[config.mk]
export PLATFORM = sky130hd
export DESIGN_NAME = bbc_cell
export DESIGN_NICKNAME = d
export VERILOG_FILES = /design/src/rtl/bbc_pkg.sv /design/src/rtl/bbc_cell.sv
export SDC_FILE = /design/constraint.sdc
export NUM_CORES = 1
export LEC_CHECK = 0
export BUFFER_PORTS_ARGS = -buffer_cell sky130_fd_sc_hd__buf_2
export CAP_MARGIN = 15
export CORE_ASPECT_RATIO = 1.4
export CORE_MARGIN = 3
export CORE_UTILIZATION = 55
export DETAILED_ROUTE_END_ITERATION = 8
export PLACE_DENSITY = 0.92
export REMOVE_ABC_BUFFERS = 1
export SETUP_SLACK_MARGIN = 0.02
export SLEW_MARGIN = 10
export SYNTH_ARGS = -nofsm -noshare
export SYNTH_HDL_FRONTEND = slang
export SYNTH_SLANG_ARGS = --single-unit
export TNS_END_PERCENT = 30
[constraint.sdc]
create_clock -name clk -period 6.9 [get_ports clk]
set_input_delay 0.345 -clock clk [delete_from_list [all_inputs] [get_ports clk]]
set_output_delay 0.345 -clock clk [all_outputs]
set_load 0.02 [all_outputs]
[src/rtl/bbc_pkg.sv]
package bbc_pkg;

  // Wide enough for a slot index or a rank at the largest supported slot count.
  localparam int IDX_W = 8;

  localparam logic [1:0] STATUS_OK      = 2'd0;
  localparam logic [1:0] STATUS_NO_FREE = 2'd1;
  localparam logic [1:0] STATUS_UNDER   = 2'd2;

  typedef enum logic [1:0] {
    OP_READ    = 2'd0,
    OP_RELEASE = 2'd1,
    OP_PIN     = 2'd2,
    OP_UNPIN   = 2'd3
  } op_e_t;

  typedef enum logic [2:0] {
    UPD_HIT,
    UPD_FILL,
    UPD_PIN,
    UPD_DEC,
    UPD_DEC_MRU
  } upd_kind_t;

  typedef enum logic [1:0] {
    ST_IDLE,
    ST_SCAN,
    ST_UPDATE
  } state_t;

  typedef struct packed {
    op_e_t       opcode;
    logic [7:0]  device;
    logic [31:0] block_number;
    logic [4:0]  slot;
  } in_item_t;

  typedef struct packed {
    logic [4:0] result_slot;
    logic       hit;
    logic       needs_disk_read;
    logic [1:0] status;
  } out_item_t;

  // Best candidates seen so far as the scan walks down the row of cells.
  typedef struct packed {
    logic             hit_found;
    logic             hit_valid;
    logic [IDX_W-1:0] hit_rank;
    logic [IDX_W-1:0] hit_slot;
    logic             free_found;
    logic [IDX_W-1:0] free_rank;
    logic [IDX_W-1:0] free_slot;
    logic             tgt_found;
    logic [7:0]       tgt_count;
    logic [IDX_W-1:0] tgt_rank;
  } token_t;

  typedef struct packed {
    logic             en;
    upd_kind_t        kind;
    logic [IDX_W-1:0] slot;
    logic [IDX_W-1:0] old_rank;
  } upd_t;

endpackage

[src/rtl/bbc_cell.sv]
module bbc_cell #(
  parameter int SLOT_COUNT = 32,
  parameter int INDEX = 0
) (
  input  logic             clk,
  input  logic             rst_n,
  input  bbc_pkg::in_item_t req,
  input  bbc_pkg::token_t  tok_in,
  input  bbc_pkg::upd_t    upd,
  output bbc_pkg::token_t  tok_out
);
  import bbc_pkg::*;

  localparam logic [IDX_W-1:0] MY_IDX = IDX_W'(INDEX);
  localparam logic [IDX_W-1:0] TOP_RANK = IDX_W'(SLOT_COUNT - 1);

  logic [7:0]       device_r, device_nxt;
  logic [31:0]      block_r, block_nxt;
  logic             valid_r, valid_nxt;
  logic [7:0]       count_r, count_nxt;
  logic [IDX_W-1:0] rank_r, rank_nxt;
  token_t           tok_r, tok_nxt;

  logic match;
  logic sel;

  assign match = (device_r == req.device) && (block_r == req.block_number);
  assign sel = upd.en && (upd.slot == MY_IDX);

  always_comb begin
    tok_nxt = tok_in;
    if (match && (!tok_in.hit_found || rank_r > tok_in.hit_rank)) begin
      tok_nxt.hit_found = 1'b1;
      tok_nxt.hit_valid = valid_r;
      tok_nxt.hit_rank = rank_r;
      tok_nxt.hit_slot = MY_IDX;
    end
    if (count_r == 8'd0 && (!tok_in.free_found || rank_r < tok_in.free_rank)) begin
      tok_nxt.free_found = 1'b1;
      tok_nxt.free_rank = rank_r;
      tok_nxt.free_slot = MY_IDX;
    end
    if (IDX_W'(req.slot) == MY_IDX) begin
      tok_nxt.tgt_found = 1'b1;
      tok_nxt.tgt_count = count_r;
      tok_nxt.tgt_rank = rank_r;
    end
  end

  always_comb begin
    device_nxt = device_r;
    block_nxt = block_r;
    valid_nxt = valid_r;
    count_nxt = count_r;
    rank_nxt = rank_r;
    if (upd.en) begin
      unique case (upd.kind)
        UPD_HIT: begin
          if (sel) begin
            valid_nxt = 1'b1;
            if (count_r != 8'hFF) count_nxt = count_r + 8'd1;
          end
        end
        UPD_FILL: begin
          if (sel) begin
            device_nxt = req.device;
            block_nxt = req.block_number;
            valid_nxt = 1'b1;
            count_nxt = 8'd1;
          end
        end
        UPD_PIN: begin
          if (sel && count_r != 8'hFF) count_nxt = count_r + 8'd1;
        end
        UPD_DEC: begin
          if (sel) count_nxt = count_r - 8'd1;
        end
        UPD_DEC_MRU: begin
          // The released slot becomes most recent; everything above it moves down.
          if (sel) begin
            count_nxt = count_r - 8'd1;
            rank_nxt = TOP_RANK;
          end else if (rank_r > upd.old_rank) begin
            rank_nxt = rank_r - IDX_W'(1);
          end
        end
        default: ;
      endcase
    end
  end

  always_ff @(posedge clk) begin
    if (!rst_n) begin
      device_r <= '0;
      block_r <= '0;
      valid_r <= 1'b0;
      count_r <= '0;
      rank_r <= MY_IDX;
      tok_r <= '0;
    end else begin
      device_r <= device_nxt;
      block_r <= block_nxt;
      valid_r <= valid_nxt;
      count_r <= count_nxt;
      rank_r <= rank_nxt;
      tok_r <= tok_nxt;
    end
  end

  assign tok_out = tok_r;

endmodule
==> results.md, run 1 <==
* Post-DP HPWL at just over 10000 µm
* CTS Buf Count at 9
* Setup repair bufs after CTS at 0
* Clk_skew at approximately 0.0096 ns
* Max-Cap Viols at 0
* Met1 wire length at just over 5000 µm
* CP Class: primary input to flip-flop
* Buf/Inv on CP at 1
* CP delay by family, top: compound AO/OA/AOI/OAI gates
* Post-synth top flop: dfxtp_1
* Layout Cell Area excl Fill at around 0.0064 mm²
* RSZ-0062 raised after global routing: no
* Synth Area in Simple Gates at 0.223
* I/O Buffers at 170
* Gr usage total at 0.256
* Finished Core Util at 0.701
* Synth Area in Compound Gates at 0.137
* Mux cell area share after synthesis at 0.0324
* Asr flop ratio synth at 0
* Clk sinks at ~110
* Final ANT Viol Nets at 0
* Met3 WL at ~830 µm
* Fin crit period at slightly below 3 ns
* Metal2 WL at 7350 µm
* Syn. warnings at 0
* XOR/XNOR share of the synthesized area at 0.0701
* Cell count after synthesis at about 630
* Tcrit/Tclk final at 0.421
* Largest net degree at the start of global routing at 69
* Via density at approximately 5.6
* EDFF count, synth at 0
* Area delta synth->final at 22.6%
* Core area at 0.00918 mm²
* First-pass GRT wire length at 22000 µm
* Die X at ~89 µm
* Main combinational cell family by area after synthesis: simple AND/OR/NAND/NOR gates
* Pins Over Slew Limit at 0
* Residual DRC at 0
* GRT overflow at 0
* HP Class: primary input to flip-flop
* Max FO, Critical Path at 8
* Avg WL per Cell at around 15 µm
* RePlAce Congestion at between 0.8 and 0.9
* Die height at about 120 µm
* Starting Density at 0.572
* Syn Area/Cell at 8.29 µm²
* Worst Tran Pin Value at 1.01 ns
* Status: finished, final reports clean
* Critical Path Start Type: primary input
* Antenna cells at 0
* Initial DRC count at about 330
* Uppermost routed layer: met4
* Root buf cell: clkbuf_16
* Hold_buf cts at 0
* Synth unique cells at 51
* Final setup viols at 0
* FP Rows at 41
* Worst-case clock buffer depth at 2
* First drt pass iteration count at 5
* Leakage power total at approximately 0.003 µW
* CTS tree: yes
* Max Fclk at between 300 and 400 MHz
* VDD IR-drop max at ~0.00014 V
* Critical path endpoint category: flip-flop
* Worst Path Arrival at around 3.2 ns
* Top Ports at between 150 and 200
* Slew Limit Headroom at 0.321
* Critical path cell sequence: buf_2, nand2_1, o21ai_0, ha_1, a21oi_1, o221ai_1, o41ai_1, xor2_1, or4_1, a31oi_1
* Share of cells above drive strength 1 at 0.251
* Final wirelength at between 10000 and 15000 µm
* H-tree depth at 3
* Via count at 5035
* Mapped Area at approximately 0.0052 mm²
* Final Hold Viols at 0
* Die ar. at around 0.011 mm²
* Slowest cell delay on critical path at a little under 0.8 ns
* Pwr Density at between 200 and 250 mW/mm²
* Setup TNS at 0 ns
* Post-Synth Adder-Cell Area at 0.0753
* Area after DPL at 0.00612 mm²
* Sequential share of the synthesized area at 0.416
* Clock insertion delay at the later pin of the skew report at approximately 0.35 ns
* CP Data Required Time at 7.16 ns
* Initial antenna violation count at 0
* Post-cts resize count at 0
* Critical-path top delay cell: o21ai_0
* Flops & latches, synth at around 110
* Vias in the first global route at about 5000
* Clk pin slew, worst setup/hold paths at 0.07 ns
* Total Nets Final at 938
## state kept, by name, summed over array words and instances, names as in the netlist
signal and cells:
block_r 32, count_r 8, device_r 8, rank_r 8
tok_out 52, valid_r 1
## power by group
part	internal, µW	switching, µW	leakage [µW]	total [µW]
logic	57.7	77.3	0.00198	135
clock network	284	238	0.000147	522
registers	641	4.09	0.000888	645
total	982	320	0.00301	1300
## cells in the mapped netlist (4+ instances only)
cell	count	area (µm²)
a21oi_1	77	385
dfxtp_1	109	2180
mux2i_1	17	170
o21ai_0	5	25.0
nor2_1	20	75.1
xnor2_1	9	78.8
and3_1	18	113
nand4_1	10	62.6
nor2b_1	4	25.0
inv_1	30	113
ha_1	30	375
nand3_1	8	40.0
and2_1	4	25.0
nor3_1	11	55.1
nor4_1	13	81.3
o221a_2	4	45.0
clkbuf_1	25	93.8
nand2_1	153	574
o211ai_1	6	45.0
buf_2	5	25.0
xor2_1	33	289
## tightest hold or removal path: stages
cell    delay, ns
buf_2        0.08
nor2_1       0.03
nor2_1       0.07
## cell usage in the layout (no fill, tap or decap), types with 10 or more instances in the layout
master	Yosys	layout
nor4_1	13	13
nand2_1	153	153
buf_2	5	170
dfxtp_1	109	109
mux2i_1	17	17
and3_1	18	18
nor2_1	20	19
nor3_1	11	11
nand4_1	10	10
a21oi_1	77	77
ha_1	30	30
xor2_1	33	33
inv_1	30	30
## cell type report
type                            count  area [µm²]
Tap cell                          107         134
Clock inverter                      6        70.1
Multi-Input combinational cell    462        2820
Sequential cell                   109        2180
Inverter                           31         116
Fill cell                         703        2750
Timing Repair Buffer              173         886
Clock buffer                        9         225
## per-stage QoR
step | power [µW] | hold WS (ns) | worst slack (ns) | cells
2_1_floorplan | 724 | 0.438 | 4.21 | 602
3_3_place_gp | 787 | 0.453 | 3.82 | 881
3_5_place_dp | 793 | 0.460 | 3.68 | 881
4_1_cts | 1310 | 0.221 | 4.03 | 896
5_1_grt | 1350 | 0.216 | 3.74 | 897
6_report | 1300 | 0.221 | 4.00 | 897
## final timing paths
check,slack [ns],cells after the start,endpoint,start
max reg2reg,4.50,7,tok_out[44],rank_r[3]
min reg2reg,0.47,2,block_r[19],block_r[19]
max,4.00,10,count_r[7],upd[16]
min,0.22,3,tok_out[16],tok_in[16]
## kinds of logic after synthesis
logic type      after synthesis
simple gates                254
mux                          17
compound gates              118
xor+xnor                     42
buf+inv                      62
fa+ha+maj                    31
flops                       109
## routing by layer
layer,vias up,global-route usage
met3,39,0.0413
met2,201,0.478
met1,2322,0.276
li1,2473,-
met5,-,0
met4,0,0.114
No activity file was read; power rests on OpenSTA's default activity.
==> run 2, diff against run 1 <==
Settings changed: CORE_UTILIZATION 55 to 51, PLACE_DENSITY 0.92 to 0.86.
Clock period 6.9 ns to 2.7 ns, I/O delays scaled along.
==> run 2 against run 1 <==
Compared with the run above: die area grew 7.4%; register-to-register slack lost 4.1 ns; critical path depth decreased by 4; final cell count rose by 4.6%; combinational power grew to 2.6 times the previous value; routed wire length shrank 3.9%; sequential power rose to 2.6 times the previous value; largest power group unchanged.
==> results.md, run 2 (same netlist as run 1, synthesis figures left out) <==
* Vias in the first global route at 4744 (-5.0%)
* Setup Slack @ Placement at 0.207 ns (-3.48 ns)
* Gr usage total at 0.226 (-0.0302)
* HP Class: primary input to flip-flop
* Setup TNS at 0 ns (unchanged)
* CTS tree: yes
* First drt pass iteration count at 4 (-1)
* Slew Limit Headroom at 0.506 (+0.185)
* Fin crit period at roughly 2.3 ns
* Max Fclk at between 400 and 500 MHz
* Max-Cap Viols at 0 (unchanged)
* Clk sinks at 109 (unchanged)
* CP Class: flip-flop to flip-flop
* Final wirelength at 13200 µm (-3.9%)
* Starting Density at 0.527 (-0.0443)
* Worst Reg2Reg Path Length in Cells at 6 (-1)
* Pins Over Slew Limit at 0 (unchanged)
* Worst setup margin at 0.435 ns (-3.56 ns)
* Critical Path Start Type: flip-flop
* Max FO, Critical Path at 7 (-1)
* RePlAce Congestion at 0.822 (-4.0%)
* Seq pwr share at 0.504 (+0.009)
* Tcrit/Tclk final at 0.839
* Die X at 91.7 µm (+3.6%)
* Clk pin slew, worst setup/hold paths at 0.08 ns (about the same)
* H-tree depth at 3 (unchanged)
* Total Nets Final at 948 (+1.1%)
* Critical-path top delay cell: o311a_1
* Via count at 4947 (-1.7%)
* Residual DRC at 0 (unchanged)
* I/O Buffers at 170 (unchanged)
* Max reg flops at 52 (unchanged)
* Final setup viols at 0 (unchanged)
* Clock Power Share at 0.390 (-0.011)
* Slowest cell delay on critical path at 0.53 ns (-0.25 ns)
* Internal power at 2440 µW (+150%)
* Worst-case clock buffer depth at 2 (unchanged)
* Sw Ratio at 0.255 (+0.00908)
* Largest net degree at the start of global routing at 54 (-22%)
* Initial DRC count at 276 (-16%)
* Pwr Density at 500 mW/mm² (+150%)
* Commonest cells after routing, fill and taps aside: buf_2, nand2_1, dfxtp_1, a21oi_1, xor2_1
* Hold depth at 2 (-1)
* Hold_ws at 0.0182 ns (-0.203 ns)
* Final Hold Viols at 0 (unchanged)
* Core area at 0.00995 mm² (+8.4%)
* Worst Tran Pin Value at 0.740 ns (-0.268 ns)
* Die height at 126 µm (+3.7%)
* RSZ-0062 raised after global routing: no
* CP Data Required Time at 2.97 ns (-4.19 ns)
* Most common cell after layout, fill and taps aside: buf_2
* Root buf cell: clkbuf_16
* Post-DP HPWL at 9930 µm (-2.4%)
* Avg WL per Cell at 14.1 µm (-8.1%)
* CTS Buf Count at 9 (unchanged)
* Share of cells above drive strength 1 at 0.260 (+0.00904)
* Worst Path Arrival at 2.54 ns (-0.62 ns)
* Area delta synth->final at 24.6%
* Switching power total at 833 µW (+160%)
* Clock insertion delay at the later pin of the skew report at 0.34 ns (about the same)
* Via density at 5.27 (-6.0%)
* Initial antenna violation count at 2 (+2)
* GRT overflow at 0 (unchanged)
* Top Ports at 173 (unchanged)
* Final ANT Viol Nets at 0 (unchanged)
* Critical path endpoint category: flip-flop
* First-pass GRT wire length at 21400 µm (-2.8%)
* Gate power share at 0.106 (+0.002)
* Die ar. at 0.0116 mm² (+7.4%)
* Power, Total at 3270 µW (+150%)
* Leakage power total at 0.00305 µW (+1.2%)
* FP Rows at 43 (+4.9%)
* Status: finished, final reports clean
* VDD IR-drop max at 0.000267 V (+85%)
* Clk_skew at 0.00768 ns (-0.00195 ns)
* Critical path cell sequence: xor2_1, nor4_1, nand4_1, nor4_4, o311a_1, mux2i_1
## run 2: cell count changes in the layout (fill, tap and decap cells not counted), sizes merged
| cell | previous run | this run |
|---|---|---|
| buf | 173 | 182 |
| diode | 0 | 2 |
| dlygate4sd3 | 0 | 1 |
| bufinv | 1 | 0 |
| clkinvlp | 0 | 2 |
## run 2: worst paths after layout
kind	endpoint	from	slack (ns)
setup / recovery	tok_out[42]	block_r[15]	0.43
hold / removal	tok_out[18]	tok_in[18]	0.02
setup reg to reg	tok_out[42]	block_r[15]	0.43
hold reg to reg	device_r[4]	device_r[4]	0.47
## run 2: critical path: cells and delay by family, from the launching register on
kind / cells / cell delay, ns
AO/OA/AOI/OAI: 1 / 0.53
XOR/XNOR: 1 / 0.16
flip-flops: 1 / 0.32
multiplexers: 1 / 0.25
AND/OR/NAND/NOR: 3 / 0.93
## run 2: timing repair
item	CTS	global route
hold buffers	1	0
gates resized for setup	0	0
hold endpoints to repair	1	0
buffers inserted	0	0
## run 2: power by group through the flow
| stage | Combinational (µW) | Sequential, µW | Clock [µW] |
|---|---|---|---|
| 5_1_grt | 384 | 1650 | 1370 |
| 2_1_floorplan | 124 | 1730 | 0 |
| 6_report | 347 | 1650 | 1280 |
| 3_3_place_gp | 338 | 1680 | 0 |
| 3_5_place_dp | 345 | 1690 | 0 |
| 4_1_cts | 348 | 1650 | 1300 |
## run 2: cell type report
cell class / instances / area (µm²)
fill: 847 / 3420
sequential: 109 / 2180
inverter: 31 / 116
clock buffer: 9 / 225
antenna: 2 / 5.00
multi-input combinational: 462 / 2820
tap: 135 / 169
timing repair buffer: 183 / 951
clock inverter: 7 / 66.3
## run 2: routing by layer
layer,up-vias,routed length (µm),track usage
met1,2276,5250,0.261
met2,145,6930,0.406
li1,2498,-,-
met3,28,623,0.0376
met5,-,0,0
met4,0,380,0.101
## run 2: through the flow
step           utilization  area, µm²  instances
2_1_floorplan            -       5120        602
3_3_place_gp         0.626       6230        919
3_5_place_dp         0.626       6230        919
4_1_cts              0.656       6530        936
5_1_grt              0.657       6540        938
6_report             0.657       6540        938
